[src/rtl/core/ple_pkg.sv]
// Package for the positional list engine: command, status and cell operation codes.
// Default capacity. No dependencies.
`default_nettype none
package ple_pkg;

  localparam int unsigned CAPACITY = 64;

  localparam int unsigned CMD_W    = 2;
  localparam int unsigned POS_W    = 9;
  localparam int unsigned DATA_W   = 32;
  localparam int unsigned STATUS_W = 2;
  localparam int unsigned COUNT_W  = 7;

  typedef enum logic [CMD_W-1:0] {
    CMD_INSERT   = 2'd0,
    CMD_REMOVE   = 2'd1,
    CMD_RETRIEVE = 2'd2,
    CMD_UNUSED   = 2'd3
  } cmd_t;

  typedef enum logic [STATUS_W-1:0] {
    ST_DONE  = 2'd0,
    ST_RANGE = 2'd1,
    ST_FULL  = 2'd2,
    ST_RSVD  = 2'd3
  } status_t;

  // Operation applied by every cell in the chain in the same cycle
  typedef enum logic [1:0] {
    OP_HOLD   = 2'd0,
    OP_INSERT = 2'd1,
    OP_REMOVE = 2'd2,
    OP_RSVD   = 2'd3
  } cell_op_t;

  // Control that the top level broadcasts along the chain
  typedef struct packed {
    cell_op_t op;
  } cell_ctrl_t;

endpackage
`default_nettype wire

[src/rtl/core/ple_cell.sv]
// One list cell: holds the item at a fixed position and takes from its neighbours.
// Depends on ple_pkg.
`default_nettype none
module ple_cell #(
  parameter int unsigned IW  = 6,
  parameter int unsigned IDX = 0
) (
  input  wire logic                               clk,
  input  wire ple_pkg::cell_ctrl_t                ctrl,
  input  wire logic [IW-1:0]                      at,
  input  wire logic [ple_pkg::DATA_W-1:0]         value,
  input  wire logic [ple_pkg::DATA_W-1:0]         left_i,
  input  wire logic [ple_pkg::DATA_W-1:0]         right_i,
  output logic [ple_pkg::DATA_W-1:0]              data_o,
  output logic [ple_pkg::DATA_W-1:0]              rd_o
);

  localparam logic [IW-1:0] MY_IDX = IW'(IDX);

  logic [ple_pkg::DATA_W-1:0] data_r;
  logic [ple_pkg::DATA_W-1:0] data_nxt;

  always_comb begin
    data_nxt = data_r;
    case (ctrl.op)
      ple_pkg::OP_INSERT: begin
        if (MY_IDX == at) begin
          data_nxt = value;
        end else if (MY_IDX > at) begin
          data_nxt = left_i;
        end
      end
      ple_pkg::OP_REMOVE: begin
        if (MY_IDX >= at) begin
          data_nxt = right_i;
        end
      end
      default: data_nxt = data_r;
    endcase
  end

  always_ff @(posedge clk) begin
    data_r <= data_nxt;
  end

  assign data_o = data_r;
  assign rd_o   = (MY_IDX == at) ? data_r : '0;

endmodule
`default_nettype wire

[config.mk]
export PLATFORM = sky130hd
export DESIGN_NAME = ple_cell
export DESIGN_NICKNAME = d
export VERILOG_FILES = /design/src/rtl/core/ple_pkg.sv /design/src/rtl/core/ple_cell.sv
export SDC_FILE = /design/constraint.sdc
export NUM_CORES = 1
export LEC_CHECK = 0
export BUFFER_PORTS_ARGS = -buffer_cell sky130_fd_sc_hd__buf_2
export CELL_PAD_IN_SITES_DETAIL_PLACEMENT = 1
export CELL_PAD_IN_SITES_GLOBAL_PLACEMENT = 1
export CORE_AREA = 2 2 86 97
export DETAILED_ROUTE_END_ITERATION = 6
export DIE_AREA = 0 0 88 99
export PLACE_DENSITY = 0.91
export SETUP_SLACK_MARGIN = 0.3
export SLEW_MARGIN = 20
export SYNTH_ARGS = -nofsm -noshare
export SYNTH_HDL_FRONTEND = slang
export SYNTH_SLANG_ARGS = --single-unit
[constraint.sdc]
create_clock -name clk -period 2.9 [get_ports clk]
set_input_delay 0.145 -clock clk [delete_from_list [all_inputs] [get_ports clk]]
set_output_delay 0.145 -clock clk [all_outputs]
set_load 0.01 [all_outputs]
# After elaboration in Yosys (flattened, before gate mapping)
# Index checks and enable logic that the tools add are counted.
# totals
memories	0
mem_bits_ro	0
reg_bits	32
out_inout_bits	64
latchBits	0
ram_bits	0
# op_classes
n_addsub	0
div_mod_pow	0
shifts	0
n_reduce_logical	3
order_cmp	2
n_eq_ne	4
mul	0
bitwise_logic	0
muxes	5
# ops
cell	count
32-bit two-way mux	4
32-bit case mux with 2 select lines	1
1-bit by 6-bit >= comparator with 1-bit output (first input constant)	1
1-bit by 6-bit greater-than comparator with 1-bit output (first input constant)	1
6-bit zero test	1
3-bit != test (second input constant)	1
3-bit AND reduction	1
2-bit by 1-bit == test with 1-bit output (second input constant)	1
2-bit == test (second input constant)	1
2-bit != test (second input constant)	1
2-bit nonzero test	1

# Longest topological paths before layout
# Gate-level depths: netlist of run 1.
# depth
ltp_word	4
mapped_depth	6
ltp_nobuf	5

# Worst setup path before layout of run 1
# No wires, ideal clock.
# synth_timing
path_type	input to register
start	in at[3]
end	reg data_r (netlist bit data_o[0]) (enable)
stages	5
required_time_ps	2479
n_path_buf	2
t_arrival_ps	2197
setup_ps	421
path_slack_ps	282
path_cell_list	nor4_2 > buf_4 > buf_2 > a21oi_1 > nor2_1
# synth_between
elab_chain_len	3
elab_cells_between_ends	6
cone_classes	order compare: 2; eq/ne: 2; reduce/logical: 2
# synth_rtl
item	line_no	rtl
from (decl)	ple_cell.sv:10	input wire logic [IW-1:0] at,
1-bit by 6-bit greater-than comparator with 1-bit output (tied with other cells)	ple_cell.sv:29	end else if (MY_IDX > at) begin
3-bit != test (no line) / 2-bit != test (equally long branches)	n/a	
3-bit AND reduction (no line) (*)	n/a	
to (signal assigned)	ple_cell.sv:43	data_r <= data_nxt;
to (decl)	ple_cell.sv:20	logic [ple_pkg::DATA_W-1:0] data_r;
# Every way passes the cells marked *; elsewhere a longest branch is shown, timed or not.
# A chain may end at the register's enable or synchronous reset.

# Final worst setup path of run 1
# layout_timing
start	in at[3]
end	out rd_o[4] in the netlist's numbering
# layout_between
elab_chain_len	2
# layout_rtl
item	line_no	rtl
6-bit zero test	ple_cell.sv:47	assign rd_o = (MY_IDX == at) ? data_r : '0;
32-bit two-way mux	ple_cell.sv:47	
to (decl)	ple_cell.sv:15	output logic [ple_pkg::DATA_W-1:0] rd_o
# No other way between the ends.

==> results of run 1 <==
[cell usage in the layout, fill, tap and decap left out]
cell	count
sky130_fd_sc_hd__o21ai_1	27
sky130_fd_sc_hd__and3_1	32
sky130_fd_sc_hd__nand3_1	3
sky130_fd_sc_hd__o21ai_0	2
sky130_fd_sc_hd__o21ai_2	3
sky130_fd_sc_hd__or2_2	1
sky130_fd_sc_hd__a2bb2oi_1	29
sky130_fd_sc_hd__nor4_4	1
sky130_fd_sc_hd__inv_1	2
sky130_fd_sc_hd__ha_1	2
sky130_fd_sc_hd__or4_4	1
sky130_fd_sc_hd__buf_2	168
sky130_fd_sc_hd__buf_4	4
sky130_fd_sc_hd__a31oi_1	32
sky130_fd_sc_hd__a21oi_1	1
sky130_fd_sc_hd__nor2_1	4
sky130_fd_sc_hd__edfxtp_1	32
sky130_fd_sc_hd__clkinv_1	3
sky130_fd_sc_hd__buf_12	1
sky130_fd_sc_hd__clkbuf_8	5
sky130_fd_sc_hd__nor2_4	2
[per-layer routing]
metal | vias up | part of all wire | global-route usage
li1 | 1111 | - | -
met1 | 1140 | 0.39 | 0.202
met2 | 103 | 0.53 | 0.339
met3 | 10 | 0.069 | 0.0377
met4 | 0 | 0.014 | 0.0497
met5 | - | 0 | 0
[through the flow]
stage | std cells | setup slack, ns | util | total power [mW]
2_1_floorplan | 201 | 0.802 | - | 0.766
3_3_place_gp | 456 | 1.06 | 0.383 | 0.931
3_5_place_dp | 456 | 0.973 | 0.383 | 0.944
4_1_cts | 463 | 1.22 | 0.392 | 1.26
5_1_grt | 463 | 1.14 | 0.392 | 1.31
6_report | 463 | 1.24 | 0.392 | 1.24
[layout make-up]
cell class	instances	area [um2]	share of cell area
clock buffers	5	68.8	0.0228
clock inverters	2	7.51	0.00248
inverters	3	11.3	0.00373
multi-input cells	140	947	0.313
flip-flops and latches	32	961	0.318
well taps	108	135	0.0447
repair buffers	173	891	0.295
[cells in the mapped netlist]
master,n,area share
sky130_fd_sc_hd__o21ai_2,3,0.013
sky130_fd_sc_hd__clkbuf_1,11,0.020
sky130_fd_sc_hd__buf_1,2,0.0037
sky130_fd_sc_hd__o21ai_0,2,0.0049
sky130_fd_sc_hd__or2_2,1,0.0031
sky130_fd_sc_hd__clkinv_1,1,0.0018
sky130_fd_sc_hd__or4_4,1,0.0055
sky130_fd_sc_hd__and3_1,32,0.098
sky130_fd_sc_hd__nor2_1,6,0.011
sky130_fd_sc_hd__a21oi_1,1,0.0025
sky130_fd_sc_hd__edfxtp_1,32,0.47
sky130_fd_sc_hd__nor4_2,1,0.0061
sky130_fd_sc_hd__a31oi_1,32,0.098
sky130_fd_sc_hd__o21ai_1,27,0.066
sky130_fd_sc_hd__inv_1,2,0.0037
sky130_fd_sc_hd__buf_4,3,0.011
sky130_fd_sc_hd__nand3_1,3,0.0074
sky130_fd_sc_hd__buf_6,3,0.017
sky130_fd_sc_hd__clkbuf_2,2,0.0049
sky130_fd_sc_hd__buf_2,5,0.012
sky130_fd_sc_hd__ha_1,2,0.012
sky130_fd_sc_hd__a2bb2oi_1,29,0.12
[final timing paths]
path / startpoint / endpoint / slack, ns
setup / recovery: at[3] / rd_o[4] / 1.24
hold / removal: right_i[8] / data_o[8] / 0.20
[cells by family after synthesis]
logic type,Yosys count,share of synthesized area
flip-flops,32,0.472
AO/OA/AOI/OAI,94,0.310
adder cells (fa/ha/maj),2,0.0123
buffers and inverters,29,0.0744
AND/OR/NAND/NOR,44,0.132
[power by group]
group	internal, mW	leakage [nW]	total [mW]	switching (mW)
clock	0.158	0.0391	0.309	0.151
combinational	0.147	1.15	0.319	0.172
sequential	0.583	0.306	0.610	0.0278
==> flow_metrics.tcl, run 1 <==
set metrics [dict create \
    syn_area_per_cell_um2 10.1 \
    timing.final.hold_violations 0 \
    outcome "completed" \
    fill_cells 937 \
    worst_path_largest_cell_delay_ns 0.54 \
    critical_path.slowest_cell "sky130_fd_sc_hd__buf_4" \
    synth.lib_cells_used.distinct 22 \
    final_max_slew_viol_count 0 \
    io-pin-count 169 \
    worst_slew_pin_slew_ns 0.707 \
    max_freq_mhz 601 \
    postCtsSetupBuffers 0 \
    worst_ir_drop_vdd_mv 0.186 \
    totalWireLength_um 8120 \
    final.hold.worst_slack_ns 0.200 \
    port_buffers 168 \
    placement_rows 34 \
    drt_first_pass_iters 4 \
    cp_max_fo 64 \
    crit_arrival_ns 1.52 \
    antenna_diode_count 0 \
    syn-num-nets 308 \
    report.final.setup_viol 0 \
    gp_routability_congestion 0.772 \
    total_leakage_power_nw 1.49 \
    die_width_um 88 \
    post_route_cells_drive_above_1_share 0.524 \
    detailroute.via_count 2364 \
    worstSetupStartpointType "input pin" \
    dpl-instance-area_mm2 0.00295 \
    grt_pass1_vias 2495 \
    initial_util 0.264 \
    clk_pin_slew_worst_paths_ns 0.06 \
    nature_of_the_critical_path_endpoint "output pin" \
    timing.critical_path.buf_inv 3 \
    drt-initial-drc-count 48 \
    crit_family "buffers and inverters" \
    fp.coreArea_mm2 0.00770 \
    fin_crit_ns 1.66 \
    post_synth_inst_count 201 \
    cts_resized 0 \
    setup_repair_after_global_routing_missed_its_margin "false" \
    cts_inserted_buffers 5 \
    largest_register_ff_count 32 \
    ant_nets 0 \
    cts_tree "built" \
    type_of_the_tightest_min_delay_check "input pin to flip-flop" \
    grt.total_usage 0.181 \
    hpwl_um 6010 \
    seq_area_frac_synth 0.472 \
    worst-path-stages 5 \
    timing.final.crit_share 0.573 \
    worstPathCellList "buf_2 > nor4_4 > buf_4 > and3_1 > buf_2" \
    ys_warn_count 0 \
    die_area_mm2 0.00871 \
    average_detailed_routed_wire_length_per_instance_um 17.5 \
    worstPathRequired_ns 2.76 \
    setup_tns_ns 0 \
    cts_htree_levels 2 \
    post_cts_hold_buffer_count 0 \
    root_buffer "sky130_fd_sc_hd__clkbuf_8" \
    globalRoute.totalOverflow 0 \
    first_pass_grt_wire_length_um 12300 \
    syn_to_final_growth_pct 48.4 \
    drcViolationCount 0 \
    layout.cell_area.non_filler_mm2 0.00302 \
    die_h_um 99 \
    slew_headroom 0.529 \
    syn_area_mm2 0.00204 \
    synth_seq_cells 32 \
    power.density_cell_area_mw_per_mm2 410 \
    critical-path-top-cell-by-count "sky130_fd_sc_hd__buf_2" \
    max_cap_violation_count 0 \
    antenna_found_initial 1 \
    ctsLongestPathBuffers 2 \
    grt_max_degree 65 \
    routed_via_density 5.11 \
    cts.sinks 32 \
    worstHoldPathCells 2 \
    nets 462 \
    class_of_the_most_critical_setup_path "input pin to output pin" \
]
(Power assumes the default switching activity.)
==> run 2, diff against run 1 <==
==> constraint.sdc (replaced) <==
create_clock -name clk -period 1.6 [get_ports clk]
set_input_delay 0.08 -clock clk [delete_from_list [all_inputs] [get_ports clk]]
set_output_delay 0.08 -clock clk [all_outputs]
set_load 0.01 [all_outputs]
==> run 2 against run 1 <==
Die area did not move. Flip-flop and latch count unchanged. Setup slack lost 0.89 ns. Non-clock buffer count is 14 higher. Critical path depth did not move. Clock power is 92% higher. Final area is 4.9% higher. Combinational power is 92% higher. Critical path type unchanged. Critical endpoint is now rd_o[9]. Largest power group unchanged.
==> flow_metrics.tcl, run 2 (same netlist as run 1, synthesis figures left out) <==
set metrics [dict create \
    total_leakage_power_nw 1.57 \
    cts_htree_levels 2 \
    initial_util 0.264 \
    timing.final.crit_share 0.785 \
    combPwrFrac 0.265 \
    timing.final.hold_violations 0 \
    cp_max_fo 25 \
    dpl-instance-area_mm2 0.00306 \
    fp.coreArea_mm2 0.00770 \
    netSwitchingPower_mw 0.664 \
    setup_repair_after_global_routing_missed_its_margin "true" \
    worst_path_largest_cell_delay_ns 0.32 \
    largest_register_ff_count 32 \
    cts.sinks 32 \
    drt_first_pass_iters 4 \
    cts_tree "built" \
    worst_ir_drop_vdd_mv 0.337 \
    layout.core_utilization 0.412 \
    crit_arrival_ns 1.18 \
    nature_of_the_critical_path_endpoint "output pin" \
    hold_end "data_o[15]" \
    drt-initial-drc-count 69 \
    worst_hold_startpoint "right_i[15]" \
    final_max_slew_viol_count 0 \
    first_pass_grt_wire_length_um 12900 \
    fin_crit_ns 1.26 \
    cts_inserted_buffers 5 \
    grt.total_usage 0.192 \
    class_of_the_most_critical_setup_path "input pin to output pin" \
    pwr-share-clk 0.257 \
    max_freq_mhz 796 \
    detailroute.via_count 2378 \
    totalWireLength_um 8400 \
    hpwl_um 6640 \
    gp_routability_congestion 0.764 \
    internal_power_consumption_mw 1.64 \
    swShare 0.288 \
    io-pin-count 169 \
    critical-path-top-cell-by-count "sky130_fd_sc_hd__buf_2" \
    grt_pass1_vias 2566 \
    root_buffer "sky130_fd_sc_hd__clkbuf_8" \
    post_route_cells_drive_above_1_share 0.550 \
    timing.critical_path.buf_inv 3 \
    die_area_mm2 0.00871 \
    crit_family "buffers and inverters" \
    grt_max_degree 34 \
    worstSetupStartpointType "input pin" \
    drcViolationCount 0 \
    port_buffers 168 \
    worstPathRequired_ns 1.52 \
    die_h_um 99 \
    ant_nets 0 \
    clk_pin_slew_worst_paths_ns 0.07 \
    mostFrequentLayoutCell "sky130_fd_sc_hd__buf_2" \
    ctsLongestPathBuffers 2 \
    post_cts_hold_buffer_count 0 \
    globalRoute.totalOverflow 0 \
    layout.cell_area.non_filler_mm2 0.00317 \
    critical_path.slowest_cell "sky130_fd_sc_hd__nor4_4" \
    power_frac_seq 0.478 \
    max_cap_violation_count 0 \
    die_width_um 88 \
    power.density_cell_area_mw_per_mm2 728 \
    antenna_diode_count 0 \
    outcome "completed" \
    antenna_found_initial 0 \
    syn_to_final_growth_pct 55.7 \
    routed_via_density 4.99 \
    placement_rows 34 \
    average_detailed_routed_wire_length_per_instance_um 17.6 \
    worstHoldPathCells 2 \
    type_of_the_tightest_min_delay_check "input pin to flip-flop" \
    nets 476 \
    fill_cells 934 \
    worstPathCellList "buf_2 > nor4_4 > buf_4 > and3_1 > buf_2" \
    slew_headroom 0.756 \
    report.final.setup_viol 0 \
    most-common-layout-cells "168 x sky130_fd_sc_hd__buf_2, 32 x sky130_fd_sc_hd__a31oi_1, 32 x sky130_fd_sc_hd__and3_1, 32 x sky130_fd_sc_hd__edfxtp_1, 29 x sky130_fd_sc_hd__a2bb2oi_1" \
    worst_slew_pin_slew_ns 0.365 \
]
-- run 2: layout make-up --
type                            count  area (um2)  share of cell area
Timing Repair Buffer              187        1020               0.323
Sequential cell                    32         961               0.303
Multi-Input combinational cell    140         961               0.303
Tap cell                          108         135              0.0426
Clock buffer                        6        72.6              0.0229
Inverter                            3        11.3             0.00355
Clock inverter                      1        5.00             0.00158
-- run 2: per-layer routing --
| layer | share of wire | global-route usage |
|---|---|---|
| met1 | 0.38 | 0.211 |
| met2 | 0.54 | 0.363 |
| met3 | 0.059 | 0.0327 |
| met4 | 0.019 | 0.0639 |
| met5 | 0 | 0 |
-- run 2: timing repair --
action | CTS | global route
resized for setup | 2 | 2
pin swaps | 0 | 1
setup endpoints to repair | 18 | 5
endpoints found under the hold margin | 0 | 0
setup buffers | 2 | 0
-- run 2: power by group through the flow --
stage	Clock, mW	Sequential [mW]	Combinational, mW
finish	0.592	1.10	0.612
global route	0.642	1.12	0.669
CTS	0.617	1.11	0.619
detailed placement	0	1.12	0.615
global placement	0	1.12	0.591
floorplan	0	1.17	0.229
-- run 2: worst max-delay path by stage --
stage	from	to	slack, ns	cells past startpoint
after detailed placement	at[3]	data_o[10]	0.07	5
after CTS	at[4]	rd_o[27]	0.33	6
after global placement	at[3]	data_o[31]	0.15	5
after global routing	at[3]	rd_o[9]	0.29	5
after floorplan	at[4]	data_o[0]	-0.007	5
final	at[3]	rd_o[9]	0.34	5
-- run 2: metrics by stage --
step	power, mW	instances	worst slack (ns)	setup TNS [ns]	hold slack [ns]
3_3_place_gp	1.71	468	0.145	0	0.400
5_1_grt	2.43	477	0.289	0	0.132
2_1_floorplan	1.40	201	-0.00734	-0.235	0.315
4_1_cts	2.34	477	0.328	0	0.123
3_5_place_dp	1.74	468	0.0715	0	0.420
6_report	2.31	477	0.343	0	0.127
